==> src/hw/rtl/srsw_pkg.sv <==
// Shared constants, command codes and request/response types for the selective-repeat sender.
package srsw_pkg;

	// Default sizes of the sequence space and of the send window
	localparam int SEQ_SPACE_DEF   = 8;
	localparam int WINDOW_SIZE_DEF = 4;

	// Fixed field widths on the channels
	localparam int CMD_W  = 2;
	localparam int WORD_W = 64;
	localparam int SEQ_FW = 3;
	localparam int CNT_FW = 3;

	// Request kinds
	localparam logic [CMD_W-1:0] CMD_SEND    = 2'd0;
	localparam logic [CMD_W-1:0] CMD_ACK     = 2'd1;
	localparam logic [CMD_W-1:0] CMD_TIMEOUT = 2'd2;

	typedef struct packed {
		logic [CMD_W-1:0]  cmd;
		logic [WORD_W-1:0] payload_word;
		logic [SEQ_FW-1:0] seq_num;
		logic              checksum_ok;
	} srsw_req_t;

	typedef struct packed {
		logic              accepted;
		logic              emit_packet;
		logic [SEQ_FW-1:0] packet_seq;
		logic [WORD_W-1:0] packet_payload;
		logic              timer_start;
		logic              timer_stop;
		logic [SEQ_FW-1:0] timer_seq;
		logic [SEQ_FW-1:0] base_now;
		logic [CNT_FW-1:0] outstanding;
		logic              full_flag;
	} srsw_rsp_t;

endpackage

==> src/hw/rtl/srsw_chan_if.sv <==
// Valid/ready channel carrying one request or response payload.
interface srsw_chan_if #(
	parameter type T = logic
) ();
	logic valid;
	logic ready;
	T     data;

	modport source (output valid, output data, input ready);
	modport sink (input valid, input data, output ready);
endinterface

==> src/hw/rtl/selective_repeat_sender_window_top.sv <==
// Selective-repeat ARQ sender window: payload store, window bookkeeping and result register.
//
//   channel | dir | handshake   | payload
//   --------+-----+-------------+-----------------------------------------------
//   req     | in  | valid/ready | cmd, payload_word, seq_num, checksum_ok
//   rsp     | out | valid/ready | accepted .. full_flag, one response per request
//
// A request is handled in two states: ST_IDLE accepts it and issues the payload store read,
// then ST_EXEC applies the command and loads the response register.
// An ack at the window base goes through ST_SLIDE, which steps the base past each acked entry
// and loads the response once the slide stops.
// Reset (arst_n low) empties the window and clears all acked marks at once.
// A waiting response stalls the next command only when it must load its own.
module selective_repeat_sender_window_top #(
	parameter int SEQ_SPACE   = srsw_pkg::SEQ_SPACE_DEF,
	parameter int WINDOW_SIZE = srsw_pkg::WINDOW_SIZE_DEF
) (
	input  logic         clk,
	input  logic         arst_n,
	srsw_chan_if.sink    req,
	srsw_chan_if.source  rsp
);
	import srsw_pkg::*;

	localparam int WinCap   = (WINDOW_SIZE < SEQ_SPACE) ? WINDOW_SIZE : SEQ_SPACE;
	localparam int SeqW     = $clog2(SEQ_SPACE);
	localparam int CntW     = $clog2(WinCap + 1);
	localparam int ModSteps = 3;

	localparam logic [1:0] ST_IDLE  = 2'd0;
	localparam logic [1:0] ST_EXEC  = 2'd1;
	localparam logic [1:0] ST_SLIDE = 2'd2;

	logic [1:0]           state_q, state_d;
	logic [CMD_W-1:0]     cmd_q;
	logic [WORD_W-1:0]    word_q;
	logic [SeqW-1:0]      sq_q;
	logic                 ck_q;
	logic [SeqW-1:0]      next_seq_q, next_seq_d;
	logic [SeqW-1:0]      base_q, base_d;
	logic [CntW-1:0]      count_q, count_d;
	logic [SEQ_SPACE-1:0] acked_q;
	logic                 rsp_valid_q;
	srsw_rsp_t            rsp_q;

	logic                 acc;
	logic                 out_free;
	logic [SEQ_FW-1:0]    seq_red;
	logic [SeqW-1:0]      sq_in;
	logic [SeqW-1:0]      ofs;
	logic                 hit;
	logic                 send_ok;
	logic                 ack_set;
	logic                 ack_clr;
	logic [SeqW-1:0]      ack_idx;
	logic                 mem_we;
	logic                 load;
	logic [WORD_W-1:0]    rd_data;
	srsw_rsp_t            res;

	function automatic logic [SeqW-1:0] seq_inc(input logic [SeqW-1:0] v);
		return (int'(v) == SEQ_SPACE - 1) ? '0 : v + SeqW'(1);
	endfunction

	assign acc       = req.valid && req.ready;
	assign req.ready = (state_q == ST_IDLE);
	assign out_free  = !rsp_valid_q || rsp.ready;

	// Reduce the incoming sequence number into the sequence space
	always_comb begin
		seq_red = req.data.seq_num;
		for (int k = 0; k < ModSteps; k++) begin
			if (int'(seq_red) >= SEQ_SPACE) begin
				seq_red = seq_red - SEQ_FW'(SEQ_SPACE);
			end
		end
	end
	assign sq_in = SeqW'(seq_red);

	// Distance of the acked entry from the window base
	always_comb begin
		if (sq_q >= base_q) begin
			ofs = sq_q - base_q;
		end else begin
			ofs = SeqW'({1'b0, sq_q} + (SeqW+1)'(SEQ_SPACE) - {1'b0, base_q});
		end
	end
	assign hit     = (count_q != '0) && ck_q && (int'(ofs) < int'(count_q));
	assign send_ok = int'(count_q) < WinCap;

	// Payload store; a send writes in ST_EXEC after its accept, before any later read
	srsw_pay_mem #(
		.DEPTH(SEQ_SPACE)
	) u_pay_mem (
		.clk   (clk),
		.we    (mem_we),
		.waddr (next_seq_q),
		.wdata (word_q),
		.re    (acc),
		.raddr (sq_in),
		.rdata (rd_data)
	);

	// Apply the command, step the slide, build the response
	always_comb begin
		state_d    = state_q;
		next_seq_d = next_seq_q;
		base_d     = base_q;
		count_d    = count_q;
		ack_set    = 1'b0;
		ack_clr    = 1'b0;
		ack_idx    = sq_q;
		mem_we     = 1'b0;
		load       = 1'b0;
		res        = '0;
		unique case (state_q)
			ST_IDLE: begin
				if (acc) begin
					state_d = ST_EXEC;
				end
			end
			ST_EXEC: begin
				unique case (cmd_q)
					CMD_SEND: begin
						if (out_free) begin
							load    = 1'b1;
							state_d = ST_IDLE;
							if (send_ok) begin
								mem_we             = 1'b1;
								ack_clr            = 1'b1;
								ack_idx            = next_seq_q;
								next_seq_d         = seq_inc(next_seq_q);
								count_d            = count_q + CntW'(1);
								res.accepted       = 1'b1;
								res.emit_packet    = 1'b1;
								res.packet_seq     = SEQ_FW'(next_seq_q);
								res.packet_payload = word_q;
								res.timer_start    = 1'b1;
								res.timer_seq      = SEQ_FW'(next_seq_q);
							end
						end
					end
					CMD_ACK: begin
						if (hit && (sq_q == base_q)) begin
							ack_set = 1'b1;
							state_d = ST_SLIDE;
						end else if (out_free) begin
							load    = 1'b1;
							state_d = ST_IDLE;
							if (hit) begin
								ack_set        = 1'b1;
								res.timer_stop = 1'b1;
								res.timer_seq  = SEQ_FW'(sq_q);
							end
						end
					end
					CMD_TIMEOUT: begin
						if (out_free) begin
							load               = 1'b1;
							state_d            = ST_IDLE;
							res.emit_packet    = 1'b1;
							res.packet_seq     = SEQ_FW'(sq_q);
							res.packet_payload = rd_data;
							res.timer_start    = 1'b1;
							res.timer_seq      = SEQ_FW'(sq_q);
						end
					end
					default: begin
						if (out_free) begin
							load    = 1'b1;
							state_d = ST_IDLE;
						end
					end
				endcase
			end
			ST_SLIDE: begin
				if ((count_q != '0) && acked_q[base_q]) begin
					base_d  = seq_inc(base_q);
					count_d = count_q - CntW'(1);
				end else if (out_free) begin
					load           = 1'b1;
					state_d        = ST_IDLE;
					res.timer_stop = 1'b1;
					res.timer_seq  = SEQ_FW'(sq_q);
				end
			end
			default: begin
				state_d = ST_IDLE;
			end
		endcase
		res.base_now    = SEQ_FW'(base_d);
		res.outstanding = CNT_FW'(count_d);
		res.full_flag   = int'(count_d) >= WinCap;
	end

	// Control state and window registers
	always_ff @(posedge clk or negedge arst_n) begin
		if (!arst_n) begin
			state_q     <= ST_IDLE;
			next_seq_q  <= '0;
			base_q      <= '0;
			count_q     <= '0;
			acked_q     <= '0;
			rsp_valid_q <= 1'b0;
		end else begin
			state_q    <= state_d;
			next_seq_q <= next_seq_d;
			base_q     <= base_d;
			count_q    <= count_d;
			if (ack_set) begin
				acked_q[ack_idx] <= 1'b1;
			end else if (ack_clr) begin
				acked_q[ack_idx] <= 1'b0;
			end
			if (load) begin
				rsp_valid_q <= 1'b1;
			end else if (rsp.ready) begin
				rsp_valid_q <= 1'b0;
			end
		end
	end

	// Hold the accepted request and the pending response
	always_ff @(posedge clk) begin
		if (acc) begin
			cmd_q  <= req.data.cmd;
			word_q <= req.data.payload_word;
			sq_q   <= sq_in;
			ck_q   <= req.data.checksum_ok;
		end
		if (load) begin
			rsp_q <= res;
		end
	end

	assign rsp.valid = rsp_valid_q;
	assign rsp.data  = rsp_q;

endmodule

==> src/hw/rtl/srsw_pay_mem.sv <==
// Payload store: one write port, one read port with registered read data.
module srsw_pay_mem #(
	parameter int DEPTH = srsw_pkg::SEQ_SPACE_DEF,
	localparam int AW = $clog2(DEPTH)
) (
	input  logic                      clk,
	input  logic                      we,
	input  logic [AW-1:0]             waddr,
	input  logic [srsw_pkg::WORD_W-1:0] wdata,
	input  logic                      re,
	input  logic [AW-1:0]             raddr,
	output logic [srsw_pkg::WORD_W-1:0] rdata
);
	import srsw_pkg::*;

	logic [WORD_W-1:0] mem_q [DEPTH];
	logic [WORD_W-1:0] rdata_q;

	// Write the stored word
	always_ff @(posedge clk) begin
		if (we) begin
			mem_q[waddr] <= wdata;
		end
	end

	// Registered read; hold data between reads
	always_ff @(posedge clk) begin
		if (re) begin
			rdata_q <= mem_q[raddr];
		end
	end

	assign rdata = rdata_q;

endmodule

==> src/flat_wrapper.sv <==
// flat-port wrapper written by rule: the top's interface ports become plain ports
module selective_repeat_sender_window_top_flat import srsw_pkg::*;
#(
	parameter int SEQ_SPACE   = srsw_pkg::SEQ_SPACE_DEF,
	parameter int WINDOW_SIZE = srsw_pkg::WINDOW_SIZE_DEF
)
  (clk, arst_n, req_valid, req_data, req_ready, rsp_valid, rsp_data, rsp_ready);
  srsw_chan_if #(.T(srsw_req_t)) req_i ();
  srsw_chan_if #(.T(srsw_rsp_t)) rsp_i ();
  input  logic clk;
  input  logic arst_n;
  input wire logic [$bits(req_i.valid)-1:0] req_valid;
  input wire logic [$bits(req_i.data)-1:0] req_data;
  output wire logic [$bits(req_i.ready)-1:0] req_ready;
  output wire logic [$bits(rsp_i.valid)-1:0] rsp_valid;
  output wire logic [$bits(rsp_i.data)-1:0] rsp_data;
  input wire logic [$bits(rsp_i.ready)-1:0] rsp_ready;
  assign req_i.valid = req_valid;
  assign req_i.data = req_data;
  assign req_ready = req_i.ready;
  assign rsp_valid = rsp_i.valid;
  assign rsp_data = rsp_i.data;
  assign rsp_i.ready = rsp_ready;
  selective_repeat_sender_window_top #(.SEQ_SPACE(SEQ_SPACE), .WINDOW_SIZE(WINDOW_SIZE)) u_core (.clk(clk), .arst_n(arst_n), .req(req_i), .rsp(rsp_i));
endmodule
==> config.mk <==
export PLATFORM = sky130hd
export DESIGN_NAME = selective_repeat_sender_window_top_flat
export DESIGN_NICKNAME = d
export VERILOG_FILES = /design/src/hw/rtl/srsw_pkg.sv /design/src/hw/rtl/srsw_chan_if.sv /design/src/hw/rtl/selective_repeat_sender_window_top.sv /design/src/hw/rtl/srsw_pay_mem.sv /design/src/flat_wrapper.sv
export SDC_FILE = /design/constraint.sdc
export NUM_CORES = 1
export LEC_CHECK = 0
export BUFFER_PORTS_ARGS = -buffer_cell sky130_fd_sc_hd__buf_2
export CAP_MARGIN = 20
export CELL_PAD_IN_SITES_DETAIL_PLACEMENT = 1
export CELL_PAD_IN_SITES_GLOBAL_PLACEMENT = 2
export CORE_AREA = 2 2 286 288
export CTS_CLUSTER_DIAMETER = 80
export DETAILED_ROUTE_END_ITERATION = 8
export DIE_AREA = 0 0 288 290
export PLACE_DENSITY = 0.68
export RECOVER_POWER = 50
export SLEW_MARGIN = 30
export SYNTH_ARGS = -nofsm -noshare
export SYNTH_HDL_FRONTEND = slang
export SYNTH_SLANG_ARGS = --single-unit
==> constraint.sdc <==
create_clock -name clk -period 6.88 [get_ports clk]
set_input_delay 1.376 -clock clk [delete_from_list [all_inputs] [get_ports clk]]
set_output_delay 1.376 -clock clk [all_outputs]
set_load 0.02 [all_outputs]
# Word level (Yosys, flattened, before mapping)
# Memory sizes are Yosys's and may differ from the RTL's. A register that Yosys moved wholly into a read port is not among the register bits.
# Index checks and enable logic that the tools add are counted.
dict set report totals {
  reg_bits 171
  inputBits 74
  mem_bits_rw 512
  n_memories 1
  out_inout_bits 83
}
dict set report op_classes {
  eq_ne 9
  add_sub_neg 7
  muxes 59
  bitwise 3
  n_reduce_logical 16
  order_cmp 7
}
# memory depth width read_ports rd_clocked_by_memory_dff write_ports line_no
set memory_table {}
lappend memory_table {u_core.u_pay_mem.mem_q 8 64 1 1 1 srsw_pay_mem.sv:16} ;# logic [WORD_W-1:0] mem_q [DEPTH];
# op n
set ops {}
lappend ops {{$mux 69} 2}
lappend ops {{$pmux 69 s2} 1}
lappend ops {{$mux 70} 1}
lappend ops {{$mux 3} 16}
lappend ops {{$mux 1} 20}
lappend ops {{$mux 4} 5}
lappend ops {{$mux 8} 2}
lappend ops {{$add 3x1->3 const B} 4}
lappend ops {{$mux 2} 5}
lappend ops {{$pmux 3 s3} 1}
lappend ops {{$and 8x8->8} 1}
lappend ops {{$lt 3x4->1 const B} 2}
lappend ops {{$not 8->8} 1}
lappend ops {{$or 8x8->8} 1}
lappend ops {{$pmux 4 s2} 1}
lappend ops {{$eq 3x1->1 const B} 2}
lappend ops {{$logic_and 1x1->1} 6}
lappend ops {{$pmux 2 s3} 1}
lappend ops {{$pmux 3 s2} 1}
lappend ops {{$sub 3x3->3} 2}
lappend ops {{$eq 2x1->1 const B} 2}
lappend ops {{$eq 2x2->1 const B} 2}
lappend ops {{$logic_not 2->1} 2}
lappend ops {{$ne 2x2->1 const B} 2}
lappend ops {{17 further kinds} 18}

# Depth between registers and ports, before layout
# Gate-level depths: netlist of run 1.
dict set report depth {
  word_depth 13
  ltp_mapped 11
  ltp_nobuf 11
}

# Modules after synthesis
# A second synthesis of run 1 with hierarchy kept.
dict set report hier_totals {
  hier_cells 1286
  hier_area_um2 28055.7
}
# module seq_area_each_um2 area_each_um2 n_inst cells_per_inst
set by_module_without_submodules {}
lappend by_module_without_submodules {srsw_pay_mem 17296.6 21187.8 1 816}
lappend by_module_without_submodules {selective_repeat_sender_window_top 4974.8 6867.8 1 470}

# Worst setup path after synthesis of run 1
# OpenSTA, ideal clock, no wires.
dict set report synth_path {
  path_kind {input to register}
  startpoint {input port rsp_ready}
  endpoint {memory u_core.u_pay_mem.mem_q[1][0] (enable)}
  path_stages 5
  t_arrival_ns 6.370
  path_slack_ns -0.057
  setup_time_ns 0.567
  required_ns 6.313
  cell_sequence {nand2b_1 -> nand2_1 -> inv_2 -> nand2_1 -> nor3_1}
}
dict set report synth_between {
  elab_chain_cells 6
}
# element line_no
set synth_lines {}
lappend synth_lines {{from (decl)} flat_wrapper.sv:17} ;# input wire logic [$bits(rsp_i.ready)-1:0] rsp_ready;
lappend synth_lines {{$logic_or 1x1->1} selective_repeat_sender_window_top.sv:67} ;# assign out_free = !rsp_valid_q || rsp.ready;
lappend synth_lines {{$mux 1} selective_repeat_sender_window_top.sv:125} ;# if (out_free) begin
lappend synth_lines {{$mux 1} selective_repeat_sender_window_top.sv:123} ;# unique case (cmd_q)
lappend synth_lines {{$mux 1} selective_repeat_sender_window_top.sv:116} ;# unique case (state_q)
lappend synth_lines {{$mux 1} srsw_pay_mem.sv:21} ;# if (we) begin
lappend synth_lines {{$mux 1 (not written as such)} srsw_pay_mem.sv:22} ;# mem_q[waddr] <= wdata;
lappend synth_lines {{to (decl)} srsw_pay_mem.sv:16}
# Every way passes these cells.

# Worst setup path after layout of run 1
dict set report layout_path {
  startpoint {input port req_valid}
  endpoint {register u_core.word_q[44] (enable)}
}
dict set report layout_between {
  elab_chain_cells 1
}
# element line_no
set layout_lines {}
lappend layout_lines {{from (decl)} flat_wrapper.sv:12} ;# input wire logic [$bits(req_i.valid)-1:0] req_valid;
lappend layout_lines {{$logic_and 1x1->1} selective_repeat_sender_window_top.sv:65} ;# assign acc = req.valid && req.ready;
lappend layout_lines {{named net u_core.acc} selective_repeat_sender_window_top.sv:46} ;# logic acc;
lappend layout_lines {{to (signal assigned)} selective_repeat_sender_window_top.sv:227} ;# word_q <= req.data.payload_word;
lappend layout_lines {{to (decl)} selective_repeat_sender_window_top.sv:36} ;# logic [WORD_W-1:0] word_q;
# The timed path passes the listed nets, and every way through them passes these cells.
# A chain may end at the register's enable or synchronous reset.

==> results of run 1 <==
==> critical path, delay by kind of cell <==
kind / cells / cell delay [ps]
buf+inv: 2 / 2950
simple gates: 1 / 250
==> placed cells by master, fill, tap and decap left out, types with 6 or more instances in the layout <==
master	count
a31oi_1	6
inv_1	14
ha_1	15
clkbuf_16	83
nor2_1	78
buf_4	20
clkinv_2	9
clkinv_1	18
nand2b_1	6
edfxtp_1	725
clkbuf_1	47
nand2_1	13
buf_2	129
mux4_2	128
dfrtp_1	20
a22oi_1	67
o21ai_0	10
mux2_2	68
==> layout make-up <==
cell class / instances / area share (%)
clock buffers: 103 / 6.62
repair buffers: 182 / 3.04
clock inverters: 36 / 0.777
inverters: 15 / 0.173
well taps: 1060 / 4.08
flip-flops and latches: 745 / 68.5
multi-input cells: 465 / 16.8
==> path summary, 6_finish.rpt <==
path	start	endpoint	slack (ps)
setup reg to reg	u_core.state_q[0]$_DFFE_PN0P_	u_core.word_q[44]$_DFFE_PP_	2200
max in group asynchronous	arst_n	u_core.next_seq_q[1]$_DFFE_PN0P_	5100
min in group asynchronous	arst_n	u_core.state_q[0]$_DFFE_PN0P_	1000
hold reg to reg	register	register	490
hold / removal	register	register	490
setup / recovery	req_valid	u_core.word_q[44]$_DFFE_PP_	2180
==> layer usage <==
metal  GRT usage, %  routed length, um  up-vias
met1           22.0              29600     7210
met3           2.50               2770       89
met5              0                  0        -
li1               -                  -     5713
met2           24.8              30900      317
met4           4.52               1250        0
==> kinds of logic (layout without fill, tap and decap cells) <==
kind of cell    after synthesis  count (layout)  share of synthesized area [%]
buf+inv                      79             336                           1.21
xor+xnor                      2               2                         0.0625
simple gates                131             131                           2.16
flops                       745             745                           79.5
compound gates              112             112                           3.02
mux                         204             204                           13.3
fa+ha+maj                    16              16                          0.741
==> sequential cells by signal, summed over array words and instances, names as in the netlist, named ones only <==
| register | cells |
|---|---|
| u_core.ck_q | 1 |
| u_core.u_pay_mem.mem_q | 512 |
| u_core.base_q | 3 |
| u_core.state_q | 2 |
| u_core.rsp.valid | 1 |
| u_core.cmd_q | 2 |
| u_core.sq_q | 3 |
| u_core.next_seq_q | 3 |
| u_core.rsp.data | 79 |
| u_core.count_q | 3 |
| u_core.u_pay_mem.rdata | 64 |
| u_core.word_q | 64 |
==> power groups by stage <==
stage | clock network [mW] | registers (mW) | logic (mW)
floorplan | 0 | 6.21 | 0.714
global placement | 0 | 6.09 | 1.49
detailed placement | 0 | 6.12 | 1.51
CTS | 4.10 | 6.03 | 1.52
global route | 4.25 | 6.11 | 1.60
finish | 3.98 | 6.05 | 1.46
==> flow_summary_export.csv, run 1 <==
group,metric,value,unit
run_status,status,"complete, but fails checks",
run_status,violations,"max-capacitance violations, max-slew violations",
global_route,track_usage,15.6,%
final_layout,fill_cells,7698,
job,cap_violations,5,
critical_path,cp_slowest_cell,"clkbuf_2",
global_route,grt_pass1_vias,14600,
synthesis,yosysMostFrequentCell,"edfxtp_1",
critical_path,worstSetupEndpointType,"register",
synthesis,synth_area_leaders,"edfxtp_1 78%, mux4_2 10%, mux2_2 2.8%, a22oi_1 1.8%, dfrtp_1 1.8%",
route,remaining_drc_errors,0,
cts,cts_buffers,80,
critical_path,cp-start-kind,"input pin",
cts,cts_setup_buffers,0,
sta,final-setup-viol-count,0,
sta,period_share,68.4,%
cts,clk_pin_slew_worst_paths,60,ps
final_layout,multi_input_area,0.00547,sq mm
synthesis,synth_top_area_cell,"edfxtp_1",
cts,cts_root_buf,"clkbuf_16",
cts,clock_sinks,745,
final_layout,final_util,40.6,%
floorplanning,core,0.0802,sq mm
global_route,grt_max_degree,132,
final_layout,fin_cells,2606,
power_and_ir_drop,pwr-share-seq,52.6,%
floorplanning,std_cell_rows,104,
route,wl,64.5,mm
place,dp_hpwl,33.4,mm
sta,rsz0062_at_grt,"no",
worst_hold_path,hold_class,"register to register",
place,place_ws,2800,ps
power_and_ir_drop,peakVddDrop,0.167,mV
cts,htreeDepth,3,
final_layout,final_nets,1579,
cts,cts_tree,"yes",
critical_path,path_cells,"buf_2 > and2_0 > clkbuf_2",
final_layout,layout-drive-gt1-share,30.3,%
global_route,antenna_found_initial,1,
sta,tns,0,ps
route,vias,13300,
synthesis,ys_ff_latch,745,
sta,hold_ws,492,ps
global_route,grt_pass1_wl,96.9,mm
cts,ctsHoldBuffers,0,
critical_path,max_stage_delay,2870,ps
synthesis,netlist.area_leader.share,77.7,%
place,place_area,0.0302,sq mm
sta,clock_skew,32.3,ps
power_and_ir_drop,comb_power_share,12.7,%
floorplanning,initial_core_util,35.0,%
sta,worst_pin_slew,4210,ps
sta,hold_viol,0,
power_and_ir_drop,pwr-share-clk,34.7,%
final_layout,syn_to_final_growth,16.0,%
floorplanning,die_height,290,um
route,via_per_inst,5.11,
floorplanning,ios,157,
synthesis,synth_cell_types,56,
power_and_ir_drop,power,11.5,mW
place,place_congestion,0.714,
sta,fin_ws,2180,ps
power_and_ir_drop,leakagePower,10.4,nW
synthesis,async_flop_share,2.68,%
route,drt-wirelength-per-cell,24.8,um
critical_path,r2r.worst_path.cells,4,
route,drtPass1Iterations,5,
floorplanning,die_x,288,um
final_layout,ff_latch_area,0.0223,sq mm
synthesis,synth_commonest_cells,"725 x edfxtp_1, 128 x mux4_2, 82 x nor2_1",
power_and_ir_drop,p_switching,3.09,mW
synthesis,syn_area,0.0280,sq mm
critical_path,required,6990,ps
global_route,globalRouteOverflowTotal,0,
synthesis,syn_nets,1379,
cts,clock_latency,630,ps
power_and_ir_drop,swShare,26.9,%
worst_hold_path,holdPathStages,2,
synthesis,syn_area_per_cell,21.7,sq um
power_and_ir_drop,power_density,353,mW/mm^2
final_layout,design_area,0.0325,sq mm
place,port_buffers,156,
cts,cts_max_path_buffers,3,
sta,min_period,4700,ps
critical_path,crit_fanout,131,
final_layout,diodes,0,
synthesis,synth_edf_count,725,
route,drt-initial-drc-count,1033,
route,final_antenna_net_count,0,
sta,clock.fmax,213,MHz
cts,cts_resized,0,
sta,maxSlewHeadroom,-181,%
critical_path,timing_worst_setup_path_type,"input pin to register",
sta,maxSlewViolCount,332,
synthesis,ys.warnings.count,0,
synthesis,ys_seq_area_share,79.5,%
synthesis,synthCells,1289,
critical_path,worst_ep_arrival_time,4820,ps
synthesis,synth_top_flop_cell,"edfxtp_1",
power_and_ir_drop,p_int,8.40,mW
floorplanning,die-area,0.0835,sq mm
place,place_inst,2466,
No activity file was read; power rests on OpenSTA's default activity.
==> run 2: changes to the inputs <==
Settings changed: ABC_AREA set to 1, CORE_AREA 2 2 286 288 to 2 2 291 293, DIE_AREA 0 0 288 290 to 0 0 293 295, PLACE_DENSITY 0.68 to 0.71.
Clock period 6.88 ns to 4.6 ns, I/O delays scaled along.
==> run 2 against run 1 <==
Compared with the run above: the run still ends with max-capacitance violations, max-slew violations left; final cell count grew 33%; non-clock buffer count up 20; clock power rose by 53%; final area is 2.7% higher; synthesized cell count is 68% higher; die area is 3.5% higher; count of clock-buffer cells in the layout decreased by 3; sequential power grew 48%; setup slack worse by 1300 ps; clock skew fell by 12 ps; critical path type unchanged.
==> flow_summary_export.csv, run 2 <==
group,metric,value,unit
critical_path,cp-start-kind,"input pin",
route,vias,18200,
floorplanning,std_cell_rows,106,
global_route,grt_max_degree,156,
cts,clock_sinks,745,
synthesis,synth_cell_types,38,
synthesis,synth_top_area_cell,"edfxtp_1",
sta,tns,0,ps
power_and_ir_drop,power,17.8,mW
sta,hold_viol,0,
cts,clock_latency,630,ps
global_route,track_usage,18.4,%
route,remaining_drc_errors,0,
final_layout,design_area,0.0334,sq mm
synthesis,async_flop_share,2.68,%
synthesis,syn_area_per_cell,13.4,sq um
cts,cts_max_path_buffers,3,
cts,ctsHoldBuffers,0,
floorplanning,initial_core_util,34.9,%
sta,rsz0062_at_grt,"no",
route,wl,80.8,mm
sta,final-setup-viol-count,0,
sta,maxSlewHeadroom,-80.5,%
critical_path,timing_worst_setup_path_type,"input pin to register",
cts,cts_tree,"yes",
route,drt-initial-drc-count,1283,
sta,worst_pin_slew,2710,ps
final_layout,syn_to_final_growth,15.1,%
route,drtPass1Iterations,5,
critical_path,crit_buf_inv,2,
critical_path,max_stage_delay,1960,ps
global_route,grt_pass1_wl,120,mm
job,cap_violations,3,
critical_path,critical-path-top-delay-family,"buffers and inverters",
cts,htreeDepth,3,
power_and_ir_drop,leakagePower,10.9,nW
cts,cts_buffers,81,
critical_path,cp_slowest_cell,"clkbuf_1",
sta,clock.fmax,267,MHz
run_status,status,"complete, but fails checks",
cts,cts_resized,0,
power_and_ir_drop,peakVddDrop,0.277,mV
final_layout,final_common_cell,"edfxtp_1",
floorplanning,die_x,293,um
final_layout,multi_input_area,0.00599,sq mm
floorplanning,die-area,0.0864,sq mm
sta,hold_ws,459,ps
place,place_inst,3308,
route,via_per_inst,5.26,
final_layout,layout-drive-gt1-share,10.5,%
critical_path,worstSetupEndpointType,"register",
sta,clock_skew,20.5,ps
synthesis,syn_area,0.0290,sq mm
final_layout,regMostFlops,"u_core.u_pay_mem.mem_q",
final_layout,largest_register_ffs,512,
place,place_ws,1280,ps
global_route,antenna_found_initial,2,
synthesis,syn_nets,2255,
floorplanning,ios,157,
final_layout,ff_latch_area,0.0223,sq mm
final_layout,final_nets,2401,
final_layout,final_cell_mix,"725 x edfxtp_1, 461 x nor2_1, 221 x o21ai_0",
critical_path,worst_ep_arrival_time,4200,ps
synthesis,ys.warnings.count,0,
global_route,globalRouteOverflowTotal,0,
route,final_antenna_net_count,0,
place,dp_hpwl,42.7,mm
worst_hold_path,hold_class,"input pin to register",
synthesis,ys_ff_latch,745,
sta,maxSlewViolCount,279,
synthesis,synth_area_leaders,"edfxtp_1 75%, nor2_1 6.1%, o21ai_0 3.8%, nand3_1 2.7%, dfrtp_1 1.7%",
cts,cts_root_buf,"clkbuf_16",
critical_path,required,5050,ps
synthesis,synth_edf_count,725,
synthesis,ys_seq_area_share,76.8,%
final_layout,fin_cells,3458,
place,port_buffers,156,
sta,fin_ws,852,ps
critical_path,path_cells,"clkbuf_8 > clkbuf_1 > o21ai_0 > o22ai_1 > nor2_1 > a31oi_1",
floorplanning,die_height,295,um
final_layout,final_util,40.2,%
final_layout,fill_cells,8586,
final_layout,diodes,0,
place,place_congestion,0.761,
cts,cts_setup_buffers,0,
power_and_ir_drop,power_density,533,mW/mm^2
synthesis,synth_top_flop_cell,"edfxtp_1",
synthesis,synth_commonest_cells,"725 x edfxtp_1, 469 x nor2_1, 220 x o21ai_0",
floorplanning,core,0.0832,sq mm
synthesis,synthCells,2165,
route,drt-wirelength-per-cell,23.4,um
sta,min_period,3750,ps
critical_path,crit_fanout,55,
cts,clk_pin_slew_worst_paths,60,ps
critical_path,cp_num_cells,6,
critical_path,r2r.worst_path.cells,5,
synthesis,yosysMostFrequentCell,"edfxtp_1",
place,place_area,0.0311,sq mm
worst_hold_path,holdPathStages,1,
synthesis,netlist.area_leader.share,75.0,%
sta,period_share,81.5,%
global_route,grt_pass1_vias,18800,
run_status,violations,"max-capacitance violations, max-slew violations",
[run 2: cell types whose count changed after synthesis, sizes merged, moves of 41 or more]
cell / previous run / this run
o22ai: 3 / 66
a22oi: 67 / 0
clkbuf: 38 / 79
a21oi: 2 / 76
o21ai: 13 / 265
nand2: 13 / 88
mux4: 128 / 0
mux2: 72 / 0
nor2: 82 / 474
nand3: 3 / 161
a31oi: 6 / 64
[run 2: routing by layer]
layer  vias up  global-route usage [%]  part of all wire (%)
met5         -                       0                     0
met4         0                    5.72                   2.6
met3       123                    2.77                   4.6
met2       474                    30.0                    47
met1      9364                    25.5                    46
li1       8243                       -                     -
[run 2: cell families (layout without fill, tap and decap cells)]
group | after synthesis | after routing | share of synthesized area [%]
compound gates | 473 | 473 | 8.84
xor+xnor | 2 | 2 | 0.0604
fa+ha+maj | 16 | 16 | 0.716
buf+inv | 188 | 401 | 2.83
flops | 745 | 745 | 76.8
simple gates | 741 | 741 | 10.8
[run 2: area by class of cell]
type | count | area share, %
flip-flops and latches | 745 | 66.7
clock buffers | 100 | 6.35
well taps | 1080 | 4.05
repair buffers | 202 | 3.38
multi-input cells | 1232 | 17.9
inverters | 49 | 0.614
clock inverters | 50 | 1.00
[run 2: worst paths after layout]
check,from,slack [ps],endpoint
worst min-delay path,req_data[47],460,u_core.word_q[43]$_DFFE_PP_
worst max register to register,u_core.state_q[0]$_DFFE_PN0P_,930,u_core.word_q[28]$_DFFE_PP_
worst min register to register,register,480,register
min in group asynchronous,arst_n,540,u_core.count_q[2]$_DFF_PN0_
worst max-delay path,req_data[1],850,u_core.u_pay_mem.rdata[10]$_DFFE_PP_
max in group asynchronous,arst_n,3320,async pin
[run 2: power by group]
part | internal [mW] | switching [mW] | total, mW
registers | 8.45 | 0.507 | 8.96
logic | 0.606 | 2.13 | 2.74
clock network | 3.41 | 2.69 | 6.10
